--- src/seq_pkg.sv ---
// Shared constants and codes for the stylus event qualifier.
`default_nettype none

package seq_pkg;

  // Fixed point default: 1 << FRAC_BITS means 1.0
  localparam int FRAC_BITS_DEF = 16;

  // Field widths that do not follow the fraction
  localparam int SCR_W   = 14;
  localparam int MIN_W   = 8;
  localparam int MOUSE_W = 16;
  localparam int MOUSE_SCALE = 65535;

  // Configuration port
  localparam int PADDR_W = 5;
  localparam int PDATA_W = 32;
  localparam int REG_IDX_W = 3;

  localparam logic [REG_IDX_W-1:0] REG_DOWN_THR      = 3'd0;
  localparam logic [REG_IDX_W-1:0] REG_UP_THR        = 3'd1;
  localparam logic [REG_IDX_W-1:0] REG_CTRL_DOWN_THR = 3'd2;
  localparam logic [REG_IDX_W-1:0] REG_CTRL_UP_THR   = 3'd3;
  localparam logic [REG_IDX_W-1:0] REG_SCREEN_W      = 3'd4;
  localparam logic [REG_IDX_W-1:0] REG_SCREEN_H      = 3'd5;
  localparam logic [REG_IDX_W-1:0] REG_MIN_MOVE      = 3'd6;
  localparam logic [REG_IDX_W-1:0] REG_CLICK_MODE    = 3'd7;

  // Reset values of the registers that do not scale with the fraction
  localparam logic [SCR_W-1:0] SCREEN_W_RST = 14'd1920;
  localparam logic [SCR_W-1:0] SCREEN_H_RST = 14'd1080;
  localparam logic [MIN_W-1:0] MIN_MOVE_RST = 8'd2;

  // Event kinds; the spare kind acts like draw but leaves the eraser alone
  localparam logic [1:0] KIND_UP    = 2'd0;
  localparam logic [1:0] KIND_DRAW  = 2'd1;
  localparam logic [1:0] KIND_ERASE = 2'd2;
  localparam logic [1:0] KIND_SPARE = 2'd3;

  // Stroke events; mouse button codes use the same values
  localparam logic [1:0] EV_CONT = 2'd0;
  localparam logic [1:0] EV_DOWN = 2'd1;
  localparam logic [1:0] EV_UP   = 2'd2;

endpackage

`default_nettype wire

--- src/stylus_event_qualifier_unit.sv ---
// Top level of the stylus event qualifier: pen hysteresis, point and mouse move output.
`default_nettype none

// Usage
//   in_*  : one stylus record per word. tdata = pos_x, pos_y, pen_pressure;
//           tuser = event_kind, ctrl_held; tlast = batch_end.
//   out_* : one result word per record. tdata = point_x, point_y,
//           point_pressure, mouse_x, mouse_y; tuser = point_valid,
//           stroke_event, erase_mode, mouse_valid, mouse_button.
//   cfg_* : APB write/read of the eight registers at byte address 4*index.
// Timing
//   One shared multiplier runs a seven-step sequence per word: two pixel
//   scalings, two squares, the squared threshold and the two mouse scalings.
//   The result is registered at the end of the final step, and in_tready
//   returns the cycle after, so no new word is taken while one is in flight.
// Stall
//   The result sits in the output register until taken; the next word is
//   accepted meanwhile and runs its sequence, holding in its last step
//   until the output register is free.
// Reset
//   rst_n (synchronous, active low) puts the pen up, clears the eraser and
//   the last mouse position, empties the output and loads register defaults.
module stylus_event_qualifier_unit #(
  parameter int FRAC_BITS = seq_pkg::FRAC_BITS_DEF,
  localparam int IW = FRAC_BITS + 2,
  localparam int QW = FRAC_BITS + 1,
  localparam int IN_RAW_W = 2 * IW + QW,
  localparam int IN_DW = ((IN_RAW_W + 7) / 8) * 8,
  localparam int OUT_RAW_W = 3 * QW + 2 * seq_pkg::MOUSE_W,
  localparam int OUT_DW = ((OUT_RAW_W + 7) / 8) * 8
) (
  input  wire logic                        clk,
  input  wire logic                        rst_n,
  // input channel
  input  wire logic                        in_tvalid,
  output      logic                        in_tready,
  input  wire logic [IN_DW-1:0]            in_tdata,  // pos_x, pos_y, pen_pressure, zero pad
  input  wire logic [2:0]                  in_tuser,  // event_kind[1:0], ctrl_held
  input  wire logic                        in_tlast,  // batch_end
  // result channel
  output      logic                        out_tvalid,
  input  wire logic                        out_tready,
  output      logic [OUT_DW-1:0]           out_tdata, // point_x, point_y, point_pressure,
                                                      // mouse_x, mouse_y, zero pad
  output      logic [6:0]                  out_tuser, // point_valid, stroke_event[1:0],
                                                      // erase_mode, mouse_valid,
                                                      // mouse_button[1:0]
  // configuration
  input  wire logic                        cfg_psel,
  input  wire logic                        cfg_penable,
  input  wire logic                        cfg_pwrite,
  input  wire logic [seq_pkg::PADDR_W-1:0] cfg_paddr,
  input  wire logic [seq_pkg::PDATA_W-1:0] cfg_pwdata,
  output      logic [seq_pkg::PDATA_W-1:0] cfg_prdata,
  output      logic                        cfg_pready
);

  localparam int TW = FRAC_BITS + 3;             // signed compare width
  localparam int MW = QW + seq_pkg::SCR_W;       // multiplier operand width
  localparam int PW = 2 * MW;                    // product width
  localparam int MOW = seq_pkg::MOUSE_W;

  localparam logic [QW-1:0] ONE_Q = QW'(1) << FRAC_BITS;
  localparam logic [IW-1:0] DOWN_THR_RST = IW'((45 * (1 << FRAC_BITS)) / 100);
  localparam logic [IW-1:0] UP_THR_RST   = IW'(1 << (FRAC_BITS - 2));
  localparam logic [IW-1:0] CTRL_THR_RST = IW'(-(1 << FRAC_BITS));

  // sequencer states
  localparam logic [2:0] ST_IDLE = 3'd0;
  localparam logic [2:0] ST_DX   = 3'd1;
  localparam logic [2:0] ST_DY   = 3'd2;
  localparam logic [2:0] ST_AA   = 3'd3;
  localparam logic [2:0] ST_BB   = 3'd4;
  localparam logic [2:0] ST_TT   = 3'd5;
  localparam logic [2:0] ST_MX   = 3'd6;
  localparam logic [2:0] ST_DONE = 3'd7;

  // ---------------------------------------------------------------- config
  logic [IW-1:0]              down_thr_r, up_thr_r, cdown_thr_r, cup_thr_r;
  logic [seq_pkg::SCR_W-1:0]  scr_w_r, scr_h_r;
  logic [seq_pkg::MIN_W-1:0]  min_move_r;
  logic                       click_r;
  logic                       cfg_wr;
  logic [seq_pkg::REG_IDX_W-1:0] cfg_idx;

  assign cfg_pready = 1'b1;
  assign cfg_idx    = cfg_paddr[seq_pkg::PADDR_W-1:2];
  assign cfg_wr     = cfg_psel && cfg_penable && cfg_pwrite && cfg_pready;

  always_ff @(posedge clk) begin
    if (!rst_n) begin
      down_thr_r  <= DOWN_THR_RST;
      up_thr_r    <= UP_THR_RST;
      cdown_thr_r <= CTRL_THR_RST;
      cup_thr_r   <= CTRL_THR_RST;
      scr_w_r     <= seq_pkg::SCREEN_W_RST;
      scr_h_r     <= seq_pkg::SCREEN_H_RST;
      min_move_r  <= seq_pkg::MIN_MOVE_RST;
      click_r     <= 1'b0;
    end else if (cfg_wr) begin
      case (cfg_idx)
        seq_pkg::REG_DOWN_THR:      down_thr_r  <= cfg_pwdata[IW-1:0];
        seq_pkg::REG_UP_THR:        up_thr_r    <= cfg_pwdata[IW-1:0];
        seq_pkg::REG_CTRL_DOWN_THR: cdown_thr_r <= cfg_pwdata[IW-1:0];
        seq_pkg::REG_CTRL_UP_THR:   cup_thr_r   <= cfg_pwdata[IW-1:0];
        seq_pkg::REG_SCREEN_W:      scr_w_r     <= cfg_pwdata[seq_pkg::SCR_W-1:0];
        seq_pkg::REG_SCREEN_H:      scr_h_r     <= cfg_pwdata[seq_pkg::SCR_W-1:0];
        seq_pkg::REG_MIN_MOVE:      min_move_r  <= cfg_pwdata[seq_pkg::MIN_W-1:0];
        seq_pkg::REG_CLICK_MODE:    click_r     <= cfg_pwdata[0];
        default: ;
      endcase
    end
  end

  always_comb begin
    case (cfg_idx)
      seq_pkg::REG_DOWN_THR:      cfg_prdata = seq_pkg::PDATA_W'(down_thr_r);
      seq_pkg::REG_UP_THR:        cfg_prdata = seq_pkg::PDATA_W'(up_thr_r);
      seq_pkg::REG_CTRL_DOWN_THR: cfg_prdata = seq_pkg::PDATA_W'(cdown_thr_r);
      seq_pkg::REG_CTRL_UP_THR:   cfg_prdata = seq_pkg::PDATA_W'(cup_thr_r);
      seq_pkg::REG_SCREEN_W:      cfg_prdata = seq_pkg::PDATA_W'(scr_w_r);
      seq_pkg::REG_SCREEN_H:      cfg_prdata = seq_pkg::PDATA_W'(scr_h_r);
      seq_pkg::REG_MIN_MOVE:      cfg_prdata = seq_pkg::PDATA_W'(min_move_r);
      seq_pkg::REG_CLICK_MODE:    cfg_prdata = seq_pkg::PDATA_W'(click_r);
      default:                    cfg_prdata = '0;
    endcase
  end

  // ---------------------------------------------------------------- input capture
  logic [2:0]    state_r, state_nxt;
  logic [1:0]    kind_r;
  logic [QW-1:0] x_r, y_r, pres_r;
  logic          ctrl_r, last_r;
  logic          in_acc;

  assign in_tready = (state_r == ST_IDLE);
  assign in_acc    = in_tvalid && in_tready;

  // clamp a raw signed position into [0, 1.0]
  function automatic logic [QW-1:0] clamp_unit(input logic [IW-1:0] raw);
    logic [QW-1:0] r;
    r = raw[QW-1:0];
    if (raw[IW-1])
      return '0;
    else if (r > ONE_Q)
      return ONE_Q;
    else
      return r;
  endfunction

  always_ff @(posedge clk) begin
    if (in_acc) begin
      x_r    <= clamp_unit(in_tdata[IW-1:0]);
      y_r    <= clamp_unit(in_tdata[2*IW-1:IW]);
      pres_r <= in_tdata[2*IW+QW-1:2*IW];
      kind_r <= in_tuser[1:0];
      ctrl_r <= in_tuser[2];
      last_r <= in_tlast;
    end
  end

  // ---------------------------------------------------------------- shared multiplier
  logic [QW-1:0]   lx_r, ly_r;
  logic [QW-1:0]   dxm, dym;
  logic [MW-1:0]   a_r, b_r;
  logic [PW:0]     acc_r;
  logic            far_r;
  logic [MOW-1:0]  mx_r;
  logic [MW-1:0]   mul_a, mul_b;
  logic [PW-1:0]   mul_p;
  logic [MW-1:0]   tmin;

  assign dxm  = (x_r >= lx_r) ? (x_r - lx_r) : (lx_r - x_r);
  assign dym  = (y_r >= ly_r) ? (y_r - ly_r) : (ly_r - y_r);
  assign tmin = MW'({min_move_r, {FRAC_BITS{1'b0}}});

  always_comb begin
    case (state_r)
      ST_DX:   begin mul_a = MW'(dxm); mul_b = MW'(scr_w_r); end
      ST_DY:   begin mul_a = MW'(dym); mul_b = MW'(scr_h_r); end
      ST_AA:   begin mul_a = a_r;      mul_b = a_r;          end
      ST_BB:   begin mul_a = b_r;      mul_b = b_r;          end
      ST_TT:   begin mul_a = tmin;     mul_b = tmin;         end
      ST_MX:   begin mul_a = MW'(x_r); mul_b = MW'(seq_pkg::MOUSE_SCALE); end
      ST_DONE: begin mul_a = MW'(y_r); mul_b = MW'(seq_pkg::MOUSE_SCALE); end
      default: begin mul_a = '0;       mul_b = '0;           end
    endcase
  end

  assign mul_p = mul_a * mul_b;

  // ---------------------------------------------------------------- hysteresis
  logic          pen_r, eraser_r;
  logic [1:0]    ev_r;
  logic          pen_nxt, eraser_nxt;
  logic [1:0]    ev_nxt;
  logic signed [TW-1:0] pres_s, dn_s, up_s;

  assign pres_s = signed'(TW'(pres_r));
  assign dn_s   = TW'(signed'(ctrl_r ? cdown_thr_r : down_thr_r));
  assign up_s   = TW'(signed'(ctrl_r ? cup_thr_r : up_thr_r));

  always_comb begin
    pen_nxt    = pen_r;
    ev_nxt     = seq_pkg::EV_CONT;
    eraser_nxt = eraser_r;
    if (kind_r == seq_pkg::KIND_UP) begin
      if (pen_r) begin
        pen_nxt = 1'b0;
        ev_nxt  = seq_pkg::EV_UP;
      end
    end else if (pen_r) begin
      if (pres_s < up_s) begin
        pen_nxt = 1'b0;
        ev_nxt  = seq_pkg::EV_UP;
      end
    end else if (pres_s > dn_s) begin
      pen_nxt = 1'b1;
      ev_nxt  = seq_pkg::EV_DOWN;
    end
    // the up and unused kinds leave the eraser as it is
    if (kind_r == seq_pkg::KIND_ERASE)
      eraser_nxt = 1'b1;
    else if (kind_r == seq_pkg::KIND_DRAW)
      eraser_nxt = 1'b0;
  end

  // ---------------------------------------------------------------- sequencer
  logic out_valid_r;
  logic out_free;
  logic finish;
  logic point, move;

  assign out_free = !out_valid_r || out_tready;
  assign finish   = (state_r == ST_DONE) && out_free;
  assign point    = ((ev_r != seq_pkg::EV_CONT) || pen_r) && !click_r;
  assign move     = far_r || last_r || (ev_r != seq_pkg::EV_CONT);

  always_comb begin
    state_nxt = state_r;
    case (state_r)
      ST_IDLE: if (in_acc) state_nxt = ST_DX;
      ST_DX:   state_nxt = ST_DY;
      ST_DY:   state_nxt = ST_AA;
      ST_AA:   state_nxt = ST_BB;
      ST_BB:   state_nxt = ST_TT;
      ST_TT:   state_nxt = ST_MX;
      ST_MX:   state_nxt = ST_DONE;
      ST_DONE: if (out_free) state_nxt = ST_IDLE;
      default: state_nxt = ST_IDLE;
    endcase
  end

  always_ff @(posedge clk) begin
    if (!rst_n) begin
      state_r  <= ST_IDLE;
      pen_r    <= 1'b0;
      eraser_r <= 1'b0;
      lx_r     <= '0;
      ly_r     <= '0;
    end else begin
      state_r <= state_nxt;
      if (state_r == ST_DX) begin
        pen_r    <= pen_nxt;
        eraser_r <= eraser_nxt;
      end
      // remember where the last mouse move went
      if (finish && move) begin
        lx_r <= x_r;
        ly_r <= y_r;
      end
    end
  end

  // datapath registers of the sequence
  always_ff @(posedge clk) begin
    case (state_r)
      ST_DX: begin
        a_r  <= mul_p[MW-1:0];
        ev_r <= ev_nxt;
      end
      ST_DY: b_r   <= mul_p[MW-1:0];
      ST_AA: acc_r <= (PW+1)'(mul_p);
      ST_BB: acc_r <= acc_r + (PW+1)'(mul_p);
      ST_TT: far_r <= acc_r > (PW+1)'(mul_p);
      ST_MX: mx_r  <= mul_p[FRAC_BITS+MOW-1:FRAC_BITS];
      default: ;
    endcase
  end

  // ---------------------------------------------------------------- output register
  logic           o_point_r, o_erase_r, o_mouse_r;
  logic [1:0]     o_stroke_r, o_button_r;
  logic [QW-1:0]  o_px_r, o_py_r, o_pp_r;
  logic [MOW-1:0] o_mx_r, o_my_r;

  always_ff @(posedge clk) begin
    if (!rst_n) begin
      out_valid_r <= 1'b0;
    end else if (finish) begin
      out_valid_r <= 1'b1;
    end else if (out_tready) begin
      out_valid_r <= 1'b0;
    end
  end

  always_ff @(posedge clk) begin
    if (finish) begin
      o_point_r  <= point;
      o_stroke_r <= ev_r;
      o_erase_r  <= eraser_r;
      o_px_r     <= point ? x_r : '0;
      o_py_r     <= point ? y_r : '0;
      o_pp_r     <= point ? pres_r : '0;
      o_mouse_r  <= move;
      o_mx_r     <= move ? mx_r : '0;
      o_my_r     <= move ? mul_p[FRAC_BITS+MOW-1:FRAC_BITS] : '0;
      o_button_r <= (move && click_r) ? ev_r : seq_pkg::EV_CONT;
    end
  end

  assign out_tvalid = out_valid_r;
  assign out_tdata  = OUT_DW'({o_my_r, o_mx_r, o_pp_r, o_py_r, o_px_r});
  assign out_tuser  = {o_button_r, o_mouse_r, o_erase_r, o_stroke_r, o_point_r};

  // ---------------------------------------------------------------- checks
  a_rise_from_done: assert property (@(posedge clk) disable iff (!rst_n)
    $rose(out_valid_r) |-> $past(state_r) == ST_DONE)
    else $error("result appeared outside the final step");

  a_accept_starts: assert property (@(posedge clk) disable iff (!rst_n)
    in_acc |=> state_r == ST_DX)
    else $error("accepted word did not start the sequence");

  a_no_move_zero: assert property (@(posedge clk) disable iff (!rst_n)
    (out_valid_r && !o_mouse_r) |-> (o_mx_r == '0 && o_my_r == '0 &&
                                     o_button_r == seq_pkg::EV_CONT))
    else $error("mouse fields not cleared without a move");

  a_transition_moves: assert property (@(posedge clk) disable iff (!rst_n)
    (out_valid_r && o_stroke_r != seq_pkg::EV_CONT) |-> o_mouse_r)
    else $error("pen transition without a mouse move");

  a_click_no_point: assert property (@(posedge clk) disable iff (!rst_n)
    (out_valid_r && click_r) |-> !o_point_r)
    else $error("draw point emitted in click mode");

endmodule

`default_nettype wire
--- config.mk ---
export PLATFORM = sky130hd
export DESIGN_NAME = stylus_event_qualifier_unit
export DESIGN_NICKNAME = d
export VERILOG_FILES = /design/src/seq_pkg.sv /design/src/stylus_event_qualifier_unit.sv
export SDC_FILE = /design/constraint.sdc
export NUM_CORES = 2
export LEC_CHECK = 0
export BUFFER_PORTS_ARGS = -buffer_cell sky130_fd_sc_hd__buf_2
export CORE_UTILIZATION = 65
export DETAILED_ROUTE_END_ITERATION = 8
export PLACE_DENSITY = 0.83
export SYNTH_ARGS = -nofsm -noshare
export SYNTH_HDL_FRONTEND = slang
export SYNTH_SLANG_ARGS = --single-unit
export TNS_END_PERCENT = 10
--- constraint.sdc ---
create_clock -name clk -period 17.7 [get_ports clk]
set_clock_uncertainty 0.05 [all_clocks]
set_input_delay 0.885 -clock clk [delete_from_list [all_inputs] [get_ports clk]]
set_output_delay 0.885 -clock clk [all_outputs]
set_load 0.02 [all_outputs]
# Word level (Yosys, flattened, before mapping)
# Cells that the tools add are included.
# totals
ff_bits	438
input_bits	104
out_inout_bits	130
wordCells	128
# classes
addsub	5
n_mul	1
magnitude_cmp	7
n_eq_ne	18
n_mux	26
n_reduce_logical	33
# op_table
cell	n
one-hot mux 32 bit (8 select lines)	1
one-hot mux 31 bit (7 select lines)	1
one-hot mux 31 bit (6 select lines)	1
one-hot mux 63 bit (2 select lines)	1
two-way mux 17 bit	4
subtractor 17 bit	4
adder 63 x 62 -> 63 bit	1
greater-than comparator 63 x 62 -> 1 bit	1
multiplier 31 x 31 -> 62 bit	1
two-way mux 18 bit	2
greater-or-equal comparator 17 bit	2
greater-than comparator 17 bit (second input constant)	2
== test 3 bit (second input constant)	8
one-hot mux 3 bit (8 select lines)	1
AND reduction 2 bit	10
greater-than comparator 18 bit	1
< comparator 18 bit	1
== test 3 x 2 -> 1 bit (second input constant)	4
two-way mux 1 bit	9
two-way mux 2 bit	4
nonzero test 2 bit	4
logical AND 1 bit	7
== test 3 x 1 -> 1 bit (second input constant)	2
zero test 3 bit	2
other kinds (9)	16

# Logic depth before layout (Yosys ltp)
# logic_depth
word_depth	6
ltp_mapped	59
mapped_depth_nobuf	55

# Worst setup path after synthesis
# Ideal clock, no wire load.
# synth_path
kind	register to register
startpoint	register x_r[2]
endpoint	register far_r, data pin
setup_time_ns	0.272
t_arrival_ns	12.502
required_ns	17.378
setup_slack_ns	4.877
stages_incl_launch_ff	49
n_path_buf	3
synth_period_minus_slack_ns	12.823
cell_sequence	edfxtp_1 inv_1 ha_1 buf_4 o21ai_1 a21oi_1 o41ai_2 o211ai_2 a221oi_4 mux2_2 a221o_1 a31oi_1 xnor2_1 a221oi_4 buf_4 nor2_1 fa_1 fa_1 (+13 left out) a31o_2 nor3_1 o31ai_1 nor4b_4 o32ai_1 or4_1 a221oi_4 mux2_1 and2_1 ha_1 or4_1 nor4_1 and2_1 nand3_1 or2_2 or4_1 o31ai_1 o211ai_1
# synth_between
elab_chain_len	5
elab_cells_between_ends	7
cone_classes	add/sub (2); mul (1); order compare (2); mux (2)
# synth_rtl
item	line	rtl
from (decl)	stylus_event_qualifier_unit.sv:132	logic [QW-1:0] x_r, y_r, pres_r;
from (signal assigned)	stylus_event_qualifier_unit.sv:153	x_r <= clamp_unit(in_tdata[IW-1:0]);
subtractor 17 bit / greater-or-equal comparator 17 bit (equally long branches)	stylus_event_qualifier_unit.sv:173	assign dxm = (x_r >= lx_r) ? (x_r - lx_r) : (lx_r - x_r);
two-way mux 17 bit	stylus_event_qualifier_unit.sv:173	
one-hot mux 31 bit (7 select lines) (*)	stylus_event_qualifier_unit.sv:178	case (state_r)
multiplier 31 x 31 -> 62 bit (*)	stylus_event_qualifier_unit.sv:190	assign mul_p = mul_a * mul_b;
greater-than comparator 63 x 62 -> 1 bit (*)	stylus_event_qualifier_unit.sv:285	ST_TT: far_r <= acc_r > (PW+1)'(mul_p);
to (signal assigned)	stylus_event_qualifier_unit.sv:285	
to (decl)	stylus_event_qualifier_unit.sv:167	logic far_r;
# Every way passes the cells marked *; elsewhere a longest branch is shown, timed or not.
# A chain may end at the register's enable or synchronous reset.

# Final worst setup path
# layout_path
startpoint	register x_r[3]
endpoint	register far_r, data pin
# Same word-level chain as after synthesis.

==> impl_metrics.yaml <==
worst_setup_path:
  path_max_fanout: 20
  max_stage_delay_ns: 0.92
  cp-start-kind: "flip-flop"
  worst_path_most_repeated_cell: "fa_1"
  crit_required_ns: 17.93
  arrival_ns: 15.98
  end_kind: "flip-flop"
  crit_slowest_cell: "a221oi_4"
  crit_type: "flip-flop to flip-flop"
logic_synthesis:
  synthArstFlopShare: 0
  yosysTopAreaCell: "fa_1"
  synthTopCellsByArea: "fa_1, edfxtp_1, ha_1"
  synth_ff_type: "edfxtp_1"
  yosysWarnings: 0
  synth_cells: 6443
  syn-cell-area_mm2: 0.0579
  yosysSeqAreaShare: 0.201
  netlist.area_leader.share: 0.291
  synth.distinct_cells: 95
  synth_seq_cells: 438
  synth_edf_count: 289
  avgSynthCellArea_um2: 8.99
route:
  routed-wl-met3_um: 25500
  first_pass_iters: 9
  detailedRoute.firstIterationViolations: 5545
  via_count: 47800
  met2_length_um: 76300
  wl_per_cell_um: 23.4
  post-route-drc-count: 2
  wl_um: 179000
  drt-met1-wl_um: 66300
  ant_nets: 0
  top_layer_used: "met5"
  viasPerCell: 6.23
global_route:
  grt_pass1_vias: 48800
  grt_max_degree: 93
  grt_antenna_before_repair: 5
  grt_pass1_wl_um: 277000
  gr-usage-all-layers: 0.404
  grt_overflow: 0
layout:
  drive_gt1_frac: 0.0696
  fin_area_mm2: 0.0616
  syn2layout_area_growth_pct: 6.30
  fin_nets: 7887
cts:
  cts-root-buf: "clkbuf_16"
  cts_setup_buffers: 0
  cts_hold_buf: 0
  clk_pin_slew_worst_paths_ns: 0.06
  clockBufferDepth: 3
  ctsResizeCount: 0
  insertion_delay_ns: 0.64
  cts_made_buffers: 48
  cts_sinks: 438
  htreeDepth: 2
  tritoncts: "yes"
die:
  die-area_mm2: 0.0903
  io_pins: 234
  dieWidth_um: 301
  core_area_mm2: 0.0884
  die-height_um: 301
  rows: 109
  initial_core_util: 0.655
timing:
  slew_headroom: 0.139
  tightest_slew_ns: 1.29
  fmax_ghz: 0.0635
  period_share: 0.890
  rsz0062_at_grt: "false"
  period_minus_slack_ns: 15.75
  drv_slew: 0
  setup_violations: 0
  finalSetupTns_ns: 0
  final_hold_viol_count: 0
min_path:
  hold_class: "primary input to flip-flop"
placement:
  dpl.hpwl_um: 135000
  gp_congestion: 1.03
  io_buffer_count: 194
  place_area_mm2: 0.0599
status:
  outcome: "finished, violations left"
  violations: "design-rule violations"
run:
  maxCapViolations: 0
-- per-stage QoR --
step	cells	worst slack, ns	hold slack (ns)	utilization
6_report	7664	1.95	0.376	0.697
4_1_cts	7663	2.23	0.364	0.697
3_3_place_gp	7574	2.42	0.364	0.677
2_1_floorplan	6461	4.88	0.358	-
3_5_place_dp	7574	2.29	0.385	0.677
5_1_grt	7664	1.25	0.366	0.697
-- layout by cell type, fill, tap and decap left out, drive strengths merged, types with 149 or more instances in the layout --
master / netlist / layout
a21oi: 289 / 289
buf: 99 / 292
dfxtp: 149 / 149
edfxtp: 289 / 289
fa: 842 / 842
ha: 482 / 482
inv: 1151 / 1154
nand2: 979 / 979
nor2: 444 / 444
o21ai: 190 / 190
-- worst max-delay path, delay by kind of cell, from the launching register on --
kind	cells	cell delay, ns
XOR/XNOR	1	0.47
AO/OA/AOI/OAI	13	3.81
flip-flops	1	0.51
multiplexers	1	0.37
AND/OR/NAND/NOR	12	3.69
buffers and inverters	8	1.10
adder cells (fa/ha/maj)	11	5.37
-- final cells by class --
class                           count  area [µm²]
Clock buffer                       60        1290
Clock inverter                     29         433
Tap cell                         1165        1460
Multi-Input combinational cell   4522       40700
Antenna cell                        1        2.50
Timing Repair Buffer              292        1710
Inverter                         1157        4340
Sequential cell                   438       11700
Fill cell                        6767       26800
-- cells by family (layout without fill, tap and decap cells) --
group	count (synthesis)	count (layout)	synth area share
buf+inv	1501	1538	0.101
mux	105	105	0.0204
simple gates	1917	1917	0.143
xor+xnor	136	136	0.0206
compound gates	1020	1020	0.118
other cells	2	21	0.000130
flops	438	438	0.201
fa+ha+maj	1324	1324	0.395
-- path summary, 6_finish.rpt --
path,startpoint,to,slack [ns],cells after the start
worst max-delay path,x_r[3],far_r,1.95,46
worst min-delay path,in_tdata[42],pres_r[6],0.38,1
worst max register to register,x_r[3],far_r,1.95,46
worst min register to register,eraser_r,o_erase_r,0.40,0
-- layer usage --
metal / GRT usage / vias up
met5: 0.0228 / -
met4: 0.199 / 14
met3: 0.152 / 768
met2: 0.596 / 3085
met1: 0.521 / 23300
li1: - / 20600
-- registers in the layout, summed over array words and instances, names as in the netlist, 3 cells and up --
register and cells:
a_r 31, acc_r 63, b_r 31, cdown_thr_r 18
cup_thr_r 18, down_thr_r 18, lx_r 17, ly_r 17
min_move_r 8, mx_r 16, o_mx_r 16, o_my_r 16
o_pp_r 17, o_px_r 17, o_py_r 17, pres_r 17
scr_h_r 14, scr_w_r 14, state_r 3, up_thr_r 18
x_r 17, y_r 17
-- synth_stat cells, types with 15 or more instances --
cell,n
mux2i_1,80
a21boi_0,59
buf_2,36
edfxtp_1,289
a221oi_1,25
fa_1,842
and2_1,128
buf_1,26
nand2_1,978
a22oi_1,26
a211oi_1,23
xnor2_1,87
a221o_1,25
a21o_1,112
o21ai_0,177
nor2_1,444
o31ai_1,18
nor2b_1,39
dfxtp_1,149
nor4_1,21
a22o_1,38
buf_4,28
clkbuf_1,243
xor2_1,49
o21bai_1,47
inv_1,1148
nand3_1,84
a21oi_1,289
nand4_1,47
ha_1,482
nand2b_1,29
and3_1,21
o21a_1,31
or3_1,15
a31oi_1,31
nor3_1,78
Power is left out: the tool's default activity adds up to more than one toggle a clock period on the data nets, which glitch-free logic cannot reach.
